===== config.mk =====
export PLATFORM = sky130hd
export DESIGN_NAME = twcr_ctrl
export DESIGN_NICKNAME = d
export VERILOG_FILES = /design/src/design/twcr_pkg.sv /design/src/design/twcr_ctrl.sv
export SDC_FILE = /design/constraint.sdc
export NUM_CORES = 1
export LEC_CHECK = 0
export BUFFER_PORTS_ARGS = -buffer_cell sky130_fd_sc_hd__buf_2
export CORE_AREA = 5 5 42 44
export CTS_CLUSTER_DIAMETER = 50
export CTS_CLUSTER_SIZE = 40
export DETAILED_ROUTE_END_ITERATION = 10
export DIE_AREA = 0 0 47 49
export PLACE_DENSITY_LB_ADDON = 0.3
export REMOVE_ABC_BUFFERS = 1
export SLEW_MARGIN = 20
export SYNTH_ARGS = -nofsm -noshare
export SYNTH_HDL_FRONTEND = slang
export SYNTH_SLANG_ARGS = --single-unit

===== constraint.sdc =====
create_clock -name clk -period 1.8 [get_ports clk]
set_input_delay 0.36 -clock clk [delete_from_list [all_inputs] [get_ports clk]]
set_output_delay 0.36 -clock clk [all_outputs]
set_load 0.02 [all_outputs]

===== src/design/twcr_pkg.sv =====
package twcr_pkg;

    localparam int TEX_COL_W  = 6;
    localparam int TEX_ROW_W  = 6;
    localparam int TEX_NUM_W  = 2;
    localparam int TEX_ADDR_W = TEX_NUM_W + TEX_ROW_W + TEX_COL_W;
    localparam int TEX_DEPTH  = 1 << TEX_ADDR_W;
    localparam int COLOR_W    = 24;

    localparam int DIVIDEND_W = 41;
    localparam int DIVISOR_W  = 31;

    localparam logic [10:0] MAX_SCREEN_HEIGHT = 11'd1024;
    localparam logic [30:0] PERP_MAX          = 31'h7FFF_FFFF;
    localparam logic [22:0] STEP_NUMERATOR    = 23'd4194304;

    localparam logic [23:0] SHADE_MASK_1 = 24'h787878;
    localparam logic [23:0] SHADE_MASK_2 = 24'h6e6e6e;
    localparam logic [23:0] SHADE_MASK_3 = 24'h5a5a5a;

    localparam logic signed [31:0] SHADE_LIMIT_1 = 32'sd131072;
    localparam logic signed [31:0] SHADE_LIMIT_2 = 32'sd262144;
    localparam logic signed [31:0] SHADE_LIMIT_3 = 32'sd393216;

    localparam logic [1:0] ACT_LOAD   = 2'd0;
    localparam logic [1:0] ACT_COLUMN = 2'd1;
    localparam logic [1:0] ACT_PIXEL  = 2'd2;

    localparam logic [1:0] REG_SCREEN_HEIGHT = 2'd0;
    localparam logic [1:0] REG_PLAYER_POS_X  = 2'd1;
    localparam logic [1:0] REG_PLAYER_POS_Y  = 2'd2;

    typedef enum logic [1:0] {
        DIV_PERP,
        DIV_LINE,
        DIV_STEP
    } div_sel_t;

    typedef struct packed {
        logic     tex_write;
        logic     col_latch;
        logic     pix_issue;
        logic     div_start;
        div_sel_t div_sel;
        logic     perp_load;
        logic     line_load;
        logic     step_load;
        logic     mul_load;
        logic     out_load;
    } cmd_t;

    typedef struct packed {
        logic div_done;
        logic col_active;
    } status_t;

endpackage


===== src/design/twcr_ctrl.sv =====
module twcr_ctrl
    import twcr_pkg::*;
(
    input  logic       clk,
    input  logic       rst_n,
    input  logic       in_valid,
    input  logic [1:0] action,
    output logic       in_stall,
    output logic       out_valid,
    input  logic       out_stall,
    output cmd_t       cmd,
    input  status_t    status
);

    typedef enum logic [3:0] {
        ST_IDLE,
        ST_PERP_GO,
        ST_PERP_WAIT,
        ST_LINE_GO,
        ST_LINE_WAIT,
        ST_STEP_GO,
        ST_STEP_WAIT,
        ST_MUL,
        ST_PIX
    } state_t;

    state_t state_reg;
    state_t state_next;
    logic   out_valid_reg;
    logic   out_valid_next;
    logic   accept;

    assign in_stall = (state_reg != ST_IDLE);
    assign accept   = in_valid && !in_stall;

    always_comb
    begin
        cmd        = '0;
        cmd.div_sel = DIV_PERP;
        state_next = state_reg;
        case (state_reg)
            ST_IDLE:
            begin
                if (accept)
                begin
                    case (action)
                        ACT_LOAD:   cmd.tex_write = 1'b1;
                        ACT_COLUMN:
                        begin
                            cmd.col_latch = 1'b1;
                            state_next    = ST_PERP_GO;
                        end
                        ACT_PIXEL:
                        begin
                            if (status.col_active)
                            begin
                                cmd.pix_issue = 1'b1;
                                state_next    = ST_PIX;
                            end
                        end
                        default: ;
                    endcase
                end
            end
            ST_PERP_GO:
            begin
                cmd.div_start = 1'b1;
                state_next    = ST_PERP_WAIT;
            end
            ST_PERP_WAIT:
            begin
                if (status.div_done)
                begin
                    cmd.perp_load = 1'b1;
                    state_next    = ST_LINE_GO;
                end
            end
            ST_LINE_GO:
            begin
                cmd.div_start = 1'b1;
                cmd.div_sel   = DIV_LINE;
                state_next    = ST_LINE_WAIT;
            end
            ST_LINE_WAIT:
            begin
                if (status.div_done)
                begin
                    cmd.line_load = 1'b1;
                    state_next    = ST_STEP_GO;
                end
            end
            ST_STEP_GO:
            begin
                cmd.div_start = 1'b1;
                cmd.div_sel   = DIV_STEP;
                state_next    = ST_STEP_WAIT;
            end
            ST_STEP_WAIT:
            begin
                if (status.div_done)
                begin
                    cmd.step_load = 1'b1;
                    state_next    = ST_MUL;
                end
            end
            ST_MUL:
            begin
                cmd.mul_load = 1'b1;
                state_next   = ST_IDLE;
            end
            ST_PIX:
            begin
                if (!out_valid_reg || !out_stall)
                begin
                    cmd.out_load = 1'b1;
                    state_next   = ST_IDLE;
                end
            end
            default: state_next = ST_IDLE;
        endcase
    end

    assign out_valid_next = cmd.out_load ? 1'b1 : (out_stall && out_valid_reg);

    always_ff @(posedge clk or negedge rst_n)
    begin
        if (!rst_n)
        begin
            state_reg     <= ST_IDLE;
            out_valid_reg <= 1'b0;
        end
        else
        begin
            state_reg     <= state_next;
            out_valid_reg <= out_valid_next;
        end
    end

    assign out_valid = out_valid_reg;

endmodule


# After elaboration in Yosys (flattened, before gate mapping)
# Cells that the tools add are included.
# totals
regBits	5
input_bits	8
out_inout_bits	13
# op_classes
n_eq_ne	17
n_mux	24
reduce_logical	11
# ops
cell	n
$pmux W4 S8	1
$mux W4	6
$eq A4 B3 Y1 const B	4
$mux W1	13
$ne A2 B2 Y1 const B	5
$eq A4 B2 Y1 const B	2
$pmux W4 S2	1
$reduce_and A7 Y1	1
$mux W3	2
$eq A4 B1 Y1 const B	1
$eq A4 B4 Y1 const B	1
$logic_not A4 Y1	1
$pmux W2 S2	1
$reduce_bool A4 Y1	1
$logic_not A1 Y1	3
$ne A3 B1 Y1 const B	1
$ne A3 B3 Y1 const B	1
$reduce_or A3 Y1	1
$eq A2 B1 Y1 const B	1
$eq A2 B2 Y1 const B	1
$logic_and A1 B1 Y1	2
$logic_not A2 Y1	1
$logic_or A1 B1 Y1	1

# Depth between registers and ports, before layout
# Gate-level depths: netlist of run 1.
# logic_depth
depth_word	5
depth_mapped	5

# Worst setup path before layout of run 1
# Ideal clock, no wire load.
# synth_timing
path_kind	register -> output
startpoint	register state_reg[3]
endpoint	output port cmd[3] (netlist name)
arrival_time_ps	1439
t_required_ps	1440
path_slack_ps	1
path_stages_with_launch	4
n_path_buf	1
path_cell_list	dfrtp_1 buf_6 nand2b_1 nor4b_1
# synth_rtl
item	line	rtl
start: declaration	twcr_ctrl.sv:27	state_t state_reg;
start signal: assignment	twcr_ctrl.sv:134	state_reg <= state_next;
end: declaration	twcr_ctrl.sv:11	output cmd_t cmd,

==> results of run 1 <==
[stage by stage]
| step | total power, W | cell area, um^2 | hold slack [ps] |
|---|---|---|---|
| finish | 0.000800 | 559 | 383 |
| global route | 0.000866 | 559 | 392 |
| CTS | 0.000800 | 542 | 379 |
| detailed placement | 0.000656 | 484 | 174 |
| global placement | 0.000656 | 484 | 174 |
| floorplan | 0.000485 | 334 | 64.4 |
[per-layer routing]
layer,vias up,GRT usage [%],routed length (um)
met2,8,12.0,433
li1,192,-,-
met5,-,0,0
met3,2,2.21,48
met1,167,8.50,329
met4,0,5.53,16
[final timing paths]
path	to	slack (ps)
max in group asynchronous	state_reg[2]$_DFFE_PN0P_	1190
hold / removal	out_valid$_DFF_PN0_	380
setup reg to reg	state_reg[3]$_DFFE_PN0P_	510
setup / recovery	cmd[0]	5
min in group asynchronous	state_reg[1]$_DFFE_PN0P_	470
hold reg to reg	out_valid$_DFF_PN0_	550
[placed cells by master, fill, tap and decap left out]
cell type and n:
nor2_1 7, xnor2_1 1, nor3_2 2, clkbuf_4 3, nor4b_1 1, nand3_1 1
nand2_1 4, o32ai_2 1, nor4b_2 1, nand2_2 1, buf_4 8, nand2b_1 2
nor3_1 3, buf_2 16, xor2_1 1, nor4_4 1, dfrtp_1 4, dlygate4sd3_1 1
inv_1 2, buf_6 1, dfrtp_2 1, a21oi_2 1, or4b_4 1, clkbuf_1 1
a211oi_1 1, o22a_1 1
[layout make-up]
| class | instances | area (um^2) |
|---|---|---|
| tap | 16 | 20.0 |
| sequential | 5 | 126 |
| inverter | 2 | 7.51 |
| fill | 156 | 842 |
| multi-input combinational | 30 | 218 |
| timing repair buffer | 26 | 161 |
| clock buffer | 4 | 26.3 |
[worst max-delay path: stages (launching register included)]
cell and delay, ps:
dfrtp_1 410, or4b_4 530, a21oi_2 110, buf_4 150
[timing repair]
action                                  4_1_cts  5_1_grt
resized for setup                             3        6
cloned                                        0        0
buffers inserted                              1        0
pin swaps                                     1        1
hold buffers                                  1        0
endpoints found under the setup margin        3        5
endpoints found under the hold margin         5        0
[power breakdown]
part           internal [W]  total [W]  switching, W
logic              0.000199   0.000486      0.000286
registers          0.000153   0.000191     0.0000382
clock network     0.0000834   0.000123     0.0000399
[cell families after synthesis]
| kind of cell | after synthesis | share of synthesized area [%] |
|---|---|---|
| AND/OR/NAND/NOR | 24 | 38.9 |
| buffers and inverters | 6 | 10.9 |
| flip-flops | 5 | 34.1 |
| AO/OA/AOI/OAI | 4 | 11.3 |
| XOR/XNOR | 2 | 4.78 |
==> impl_metrics.csv, run 1 <==
group,metric,value,unit
outcome,status,"finished, final reports clean",
cts,cts_buffers,3,
synthesis,synth_seq_cells,5,
timing,hold_viol_final,0,
cts,cts_root_buffer,"clkbuf_4",
drt,firstDrtPassIters,4,
synthesis,synth_area,367,um^2
cells_and_area,nNetsFinal,76,
critical_path,cp.arrival,1440,ps
synthesis,yosys-top-cells-area,"dfrtp_1 (34%), nor2_1 (7.2%), nor3_1 (6.8%)",
min_path,hold_depth,3,
cts,cts_tree,"built",
critical_path,required,1440,ps
drt,drtIter0Drc,3,
global_route,antenna_found_initial,0,
synthesis,async_flop_share,100,%
synthesis,synth_top_area_cell,"dfrtp_1",
place,dp_cells,77,
cts,cts_max_path_buffers,2,
synthesis,synth-edff-count,0,
critical_path,critical_path_class,"register to output port",
critical_path,r2r-start,"state_reg[0]$_DFFE_PN0P_",
die,ios,21,
synthesis,yosysSeqAreaShare,34.1,%
min_path,hold_class,"input pin to register",
die,dieWidth,47,um
global_route,grt.total_usage,7.72,%
drt,via_count,369,
place,dpl.hpwl,678,um
place,dp_slack,189,ps
global_route,grt_pass1_vias,326,
synthesis,syn_avg_cell_area,8.94,um^2
timing,slew_headroom,80.7,%
synthesis,synth_cell_types,19,
pwr,irDropWorstVdd,0.000745,V
synthesis,synth_top_area_share,34.1,%
global_route,gr-total-overflow,0,
cts,clk_latency,230,ps
cells_and_area,largest_reg_flops,4,
die,num_rows,14,
timing,rsz0062_at_grt,"yes",
cells_and_area,final_core_util,39.9,%
min_path,min_from,"out_stall",
timing,timing.final.crit_share,99.7,%
die,die_area,0.00230,mm^2
timing,worst_slew_pin_slew,285,ps
critical_path,cp_max_fo,3,
drt,avgRoutedWirePerCell,9.98,um
timing,finalSetupViolCount,0,
synthesis,synth_ff_type,"dfrtp_1",
timing,min_period,1800,ps
timing,fmax,557,MHz
critical_path,cp-startpoint,"state_reg[0]$_DFFE_PN0P_",
die,fp.dieH,49,um
timing,tns,0,ps
synthesis,yosysMostFrequentCell,"nor2_1",
synthesis,synthTopCellsByCount,"nor2_1 (7), dfrtp_1 (5), nor3_1 (5), nand2_1 (4)",
drt,viasPerCell,4.45,
critical_path,start_kind,"register",
critical_path,rr_worst_depth,3,
timing,setup_ws,4.55,ps
drt,wl,828,um
die,start_util,26.2,%
cells_and_area,instances_no_fill,83,
pwr,power.density,1430,mW/mm^2
global_route,grt_pass1_wl,1280,um
timing,clock_skew,0.872,ps
synthesis,netlist_instances,41,
synthesis,yosysWarningCount,0,
place,globalplace.congestion,0.698,
critical_path,worst_setup_path_end_kind,"output port",
cts,htreeDepth,1,
global_route,grt_max_degree,9,
cells_and_area,area_delta_synth_final,52.6,%
die,coreArea,0.00140,mm^2
drt,drcViolationCount,0,
cts,clock-sinks,5,
cells_and_area,final_layout_size_suffix_gt1_share,55.2,%
pwr,p_leak,0.271,nW
flow_run,drv_cap,0,
place,port_buffers,20,
cts,clkTransAtPathRegs,40,ps
drt,ant_nets,0,
cells_and_area,antenna_cells,0,
timing,finalMaxSlewViolations,0,
Note: power is estimated with default switching activity, not from simulation.
==> inputs of run 2 (changes only) <==
Settings changed: CAP_MARGIN from default to 20, REMOVE_ABC_BUFFERS 1 to default.
==> impl_metrics.csv, run 2 (synthesis gave the netlist of run 1 again) <==
group,metric,value,unit
timing,min_period,1850,ps
drt,viasPerCell,4.66,
critical_path,cp_max_fo,3,
die,num_rows,14,
outcome,violations,"negative setup slack",
timing,slew_headroom,82.6,%
drt,drtIter0Drc,9,
die,coreArea,0.00140,mm^2
global_route,antenna_found_initial,0,
cts,cts_max_path_buffers,2,
critical_path,cp.arrival,1490,ps
critical_path,r2r-start,"state_reg[0]$_DFFE_PN0P_",
cells_and_area,nNetsFinal,78,
min_path,min_from,"in_valid",
critical_path,required,1440,ps
min_path,hold_depth,2,
timing,worst_slew_pin_slew,257,ps
pwr,p_leak,0.281,nW
timing,setup_ws,-52.8,ps
timing,fmax,540,MHz
cells_and_area,final_layout_size_suffix_gt1_share,59.4,%
cells_and_area,instances_no_fill,85,
drt,avgRoutedWirePerCell,10.9,um
pwr,power.density,1400,mW/mm^2
cts,cts_tree,"built",
global_route,grt_pass1_wl,1500,um
critical_path,path_cells,"or4b_4 -> a21oi_4 -> buf_6",
cts,cts_root_buffer,"clkbuf_4",
place,dpl.hpwl,668,um
place,port_buffers,20,
die,dieWidth,47,um
die,fp.dieH,49,um
cells_and_area,final_core_util,42.1,%
critical_path,worst_setup_path_end_kind,"output port",
die,die_area,0.00230,mm^2
flow_run,drv_cap,0,
critical_path,cp-startpoint,"state_reg[2]$_DFFE_PN0P_",
cts,clkTransAtPathRegs,40,ps
cts,cts_buffers,3,
place,globalplace.congestion,0.665,
cells_and_area,layout_common_cells,"buf_2 (15), buf_4 (11), nor2_1 (7)",
drt,wl,923,um
drt,drcViolationCount,0,
critical_path,critPathBufInv,1,
min_path,hold_class,"input pin to register",
timing,clock_skew,1.91,ps
place,dp_cells,76,
timing,finalMaxSlewViolations,0,
synthesis,syn_nets,49,
global_route,grt_max_degree,8,
min_path,hold-path-endpoint,"state_reg[0]$_DFFE_PN0P_",
drt,ant_nets,0,
cts,clk_latency,230,ps
cells_and_area,antenna_cells,0,
cts,htreeDepth,1,
cells_and_area,final_common_cell,"buf_2",
cts,clock-sinks,5,
cells_and_area,largest_reg_flops,4,
die,ios,21,
timing,timing.final.crit_share,103,%
die,start_util,26.2,%
timing,finalSetupViolCount,1,
timing,hold_viol_final,0,
critical_path,start_kind,"register",
critical_path,rr_endpoint,"state_reg[3]$_DFFE_PN0P_",
critical_path,max_stage_delay,560,ps
drt,firstDrtPassIters,4,
critical_path,cp_slowest_cell,"or4b_4",
critical_path,critPathTopFamily,"simple AND/OR/NAND/NOR gates",
cells_and_area,area_delta_synth_final,61.1,%
global_route,grt.total_usage,8.69,%
timing,rsz0062_at_grt,"yes",
critical_path,reg2reg_slack,440,ps
drt,via_count,396,
critical_path,rr_worst_depth,4,
global_route,grt_pass1_vias,386,
global_route,gr-total-overflow,0,
critical_path,critical_path_class,"register to output port",
outcome,status,"complete, but fails checks",
pwr,irDropWorstVdd,0.000635,V
run 2: how the worst max path moves through the flow:
stage / end / slack, ps / cells past startpoint
finish: cmd[0] / -50 / 3
global route: cmd[0] / -80 / 3
CTS: cmd[0] / -40 / 3
detailed placement: cmd[0] / 140 / 3
global placement: cmd[0] / 150 / 3
floorplan: cmd[3] / 0.5 / 3
run 2: area by class of cell:
| cell class | instances | area, um^2 |
|---|---|---|
| Clock buffer | 4 | 26.3 |
| Fill cell | 149 | 811 |
| Inverter | 2 | 7.51 |
| Multi-Input combinational cell | 30 | 230 |
| Sequential cell | 5 | 128 |
| Tap cell | 16 | 20.0 |
| Timing Repair Buffer | 28 | 179 |
run 2: layer usage:
metal  vias up  share of wire [%]  track usage, %
met4         0                  0            1.38
met1       183                 34            9.11
met5         -                  0               0
met2        16                 55            14.5
li1        197                  -               -
met3         0                 10            5.54
run 2: what timing repair did:
| action | in CTS | in global routing |
|---|---|---|
| endpoints found under the setup margin | 4 | 4 |
| pin swaps | 3 | 1 |
| setup buffers | 3 | 1 |
| hold buffers | 1 | 0 |
| resized for setup | 5 | 8 |
| hold endpoints to repair | 5 | 0 |
run 2: per-stage QoR:
| step | TNS, ps | total power [W] | hold slack, ps | setup slack [ps] | area (um^2) |
|---|---|---|---|---|---|
| after floorplan | 0 | 0.000532 | 64.4 | 0.538 | 367 |
| after global placement | 0 | 0.000637 | 178 | 151 | 477 |
| after detailed placement | 0 | 0.000634 | 180 | 144 | 477 |
| after CTS | -39.9 | 0.000796 | 381 | -39.9 | 548 |
| after global routing | -167 | 0.000897 | 407 | -84.0 | 591 |
| final | -52.8 | 0.000827 | 396 | -52.8 | 591 |
run 2: where the power goes:
group | internal, W | total, W | switching, W | leakage, nW
registers | 0.000153 | 0.000200 | 0.0000463 | 0.0613
logic | 0.000216 | 0.000503 | 0.000287 | 0.205
clock network | 0.0000835 | 0.000124 | 0.0000405 | 0.0150
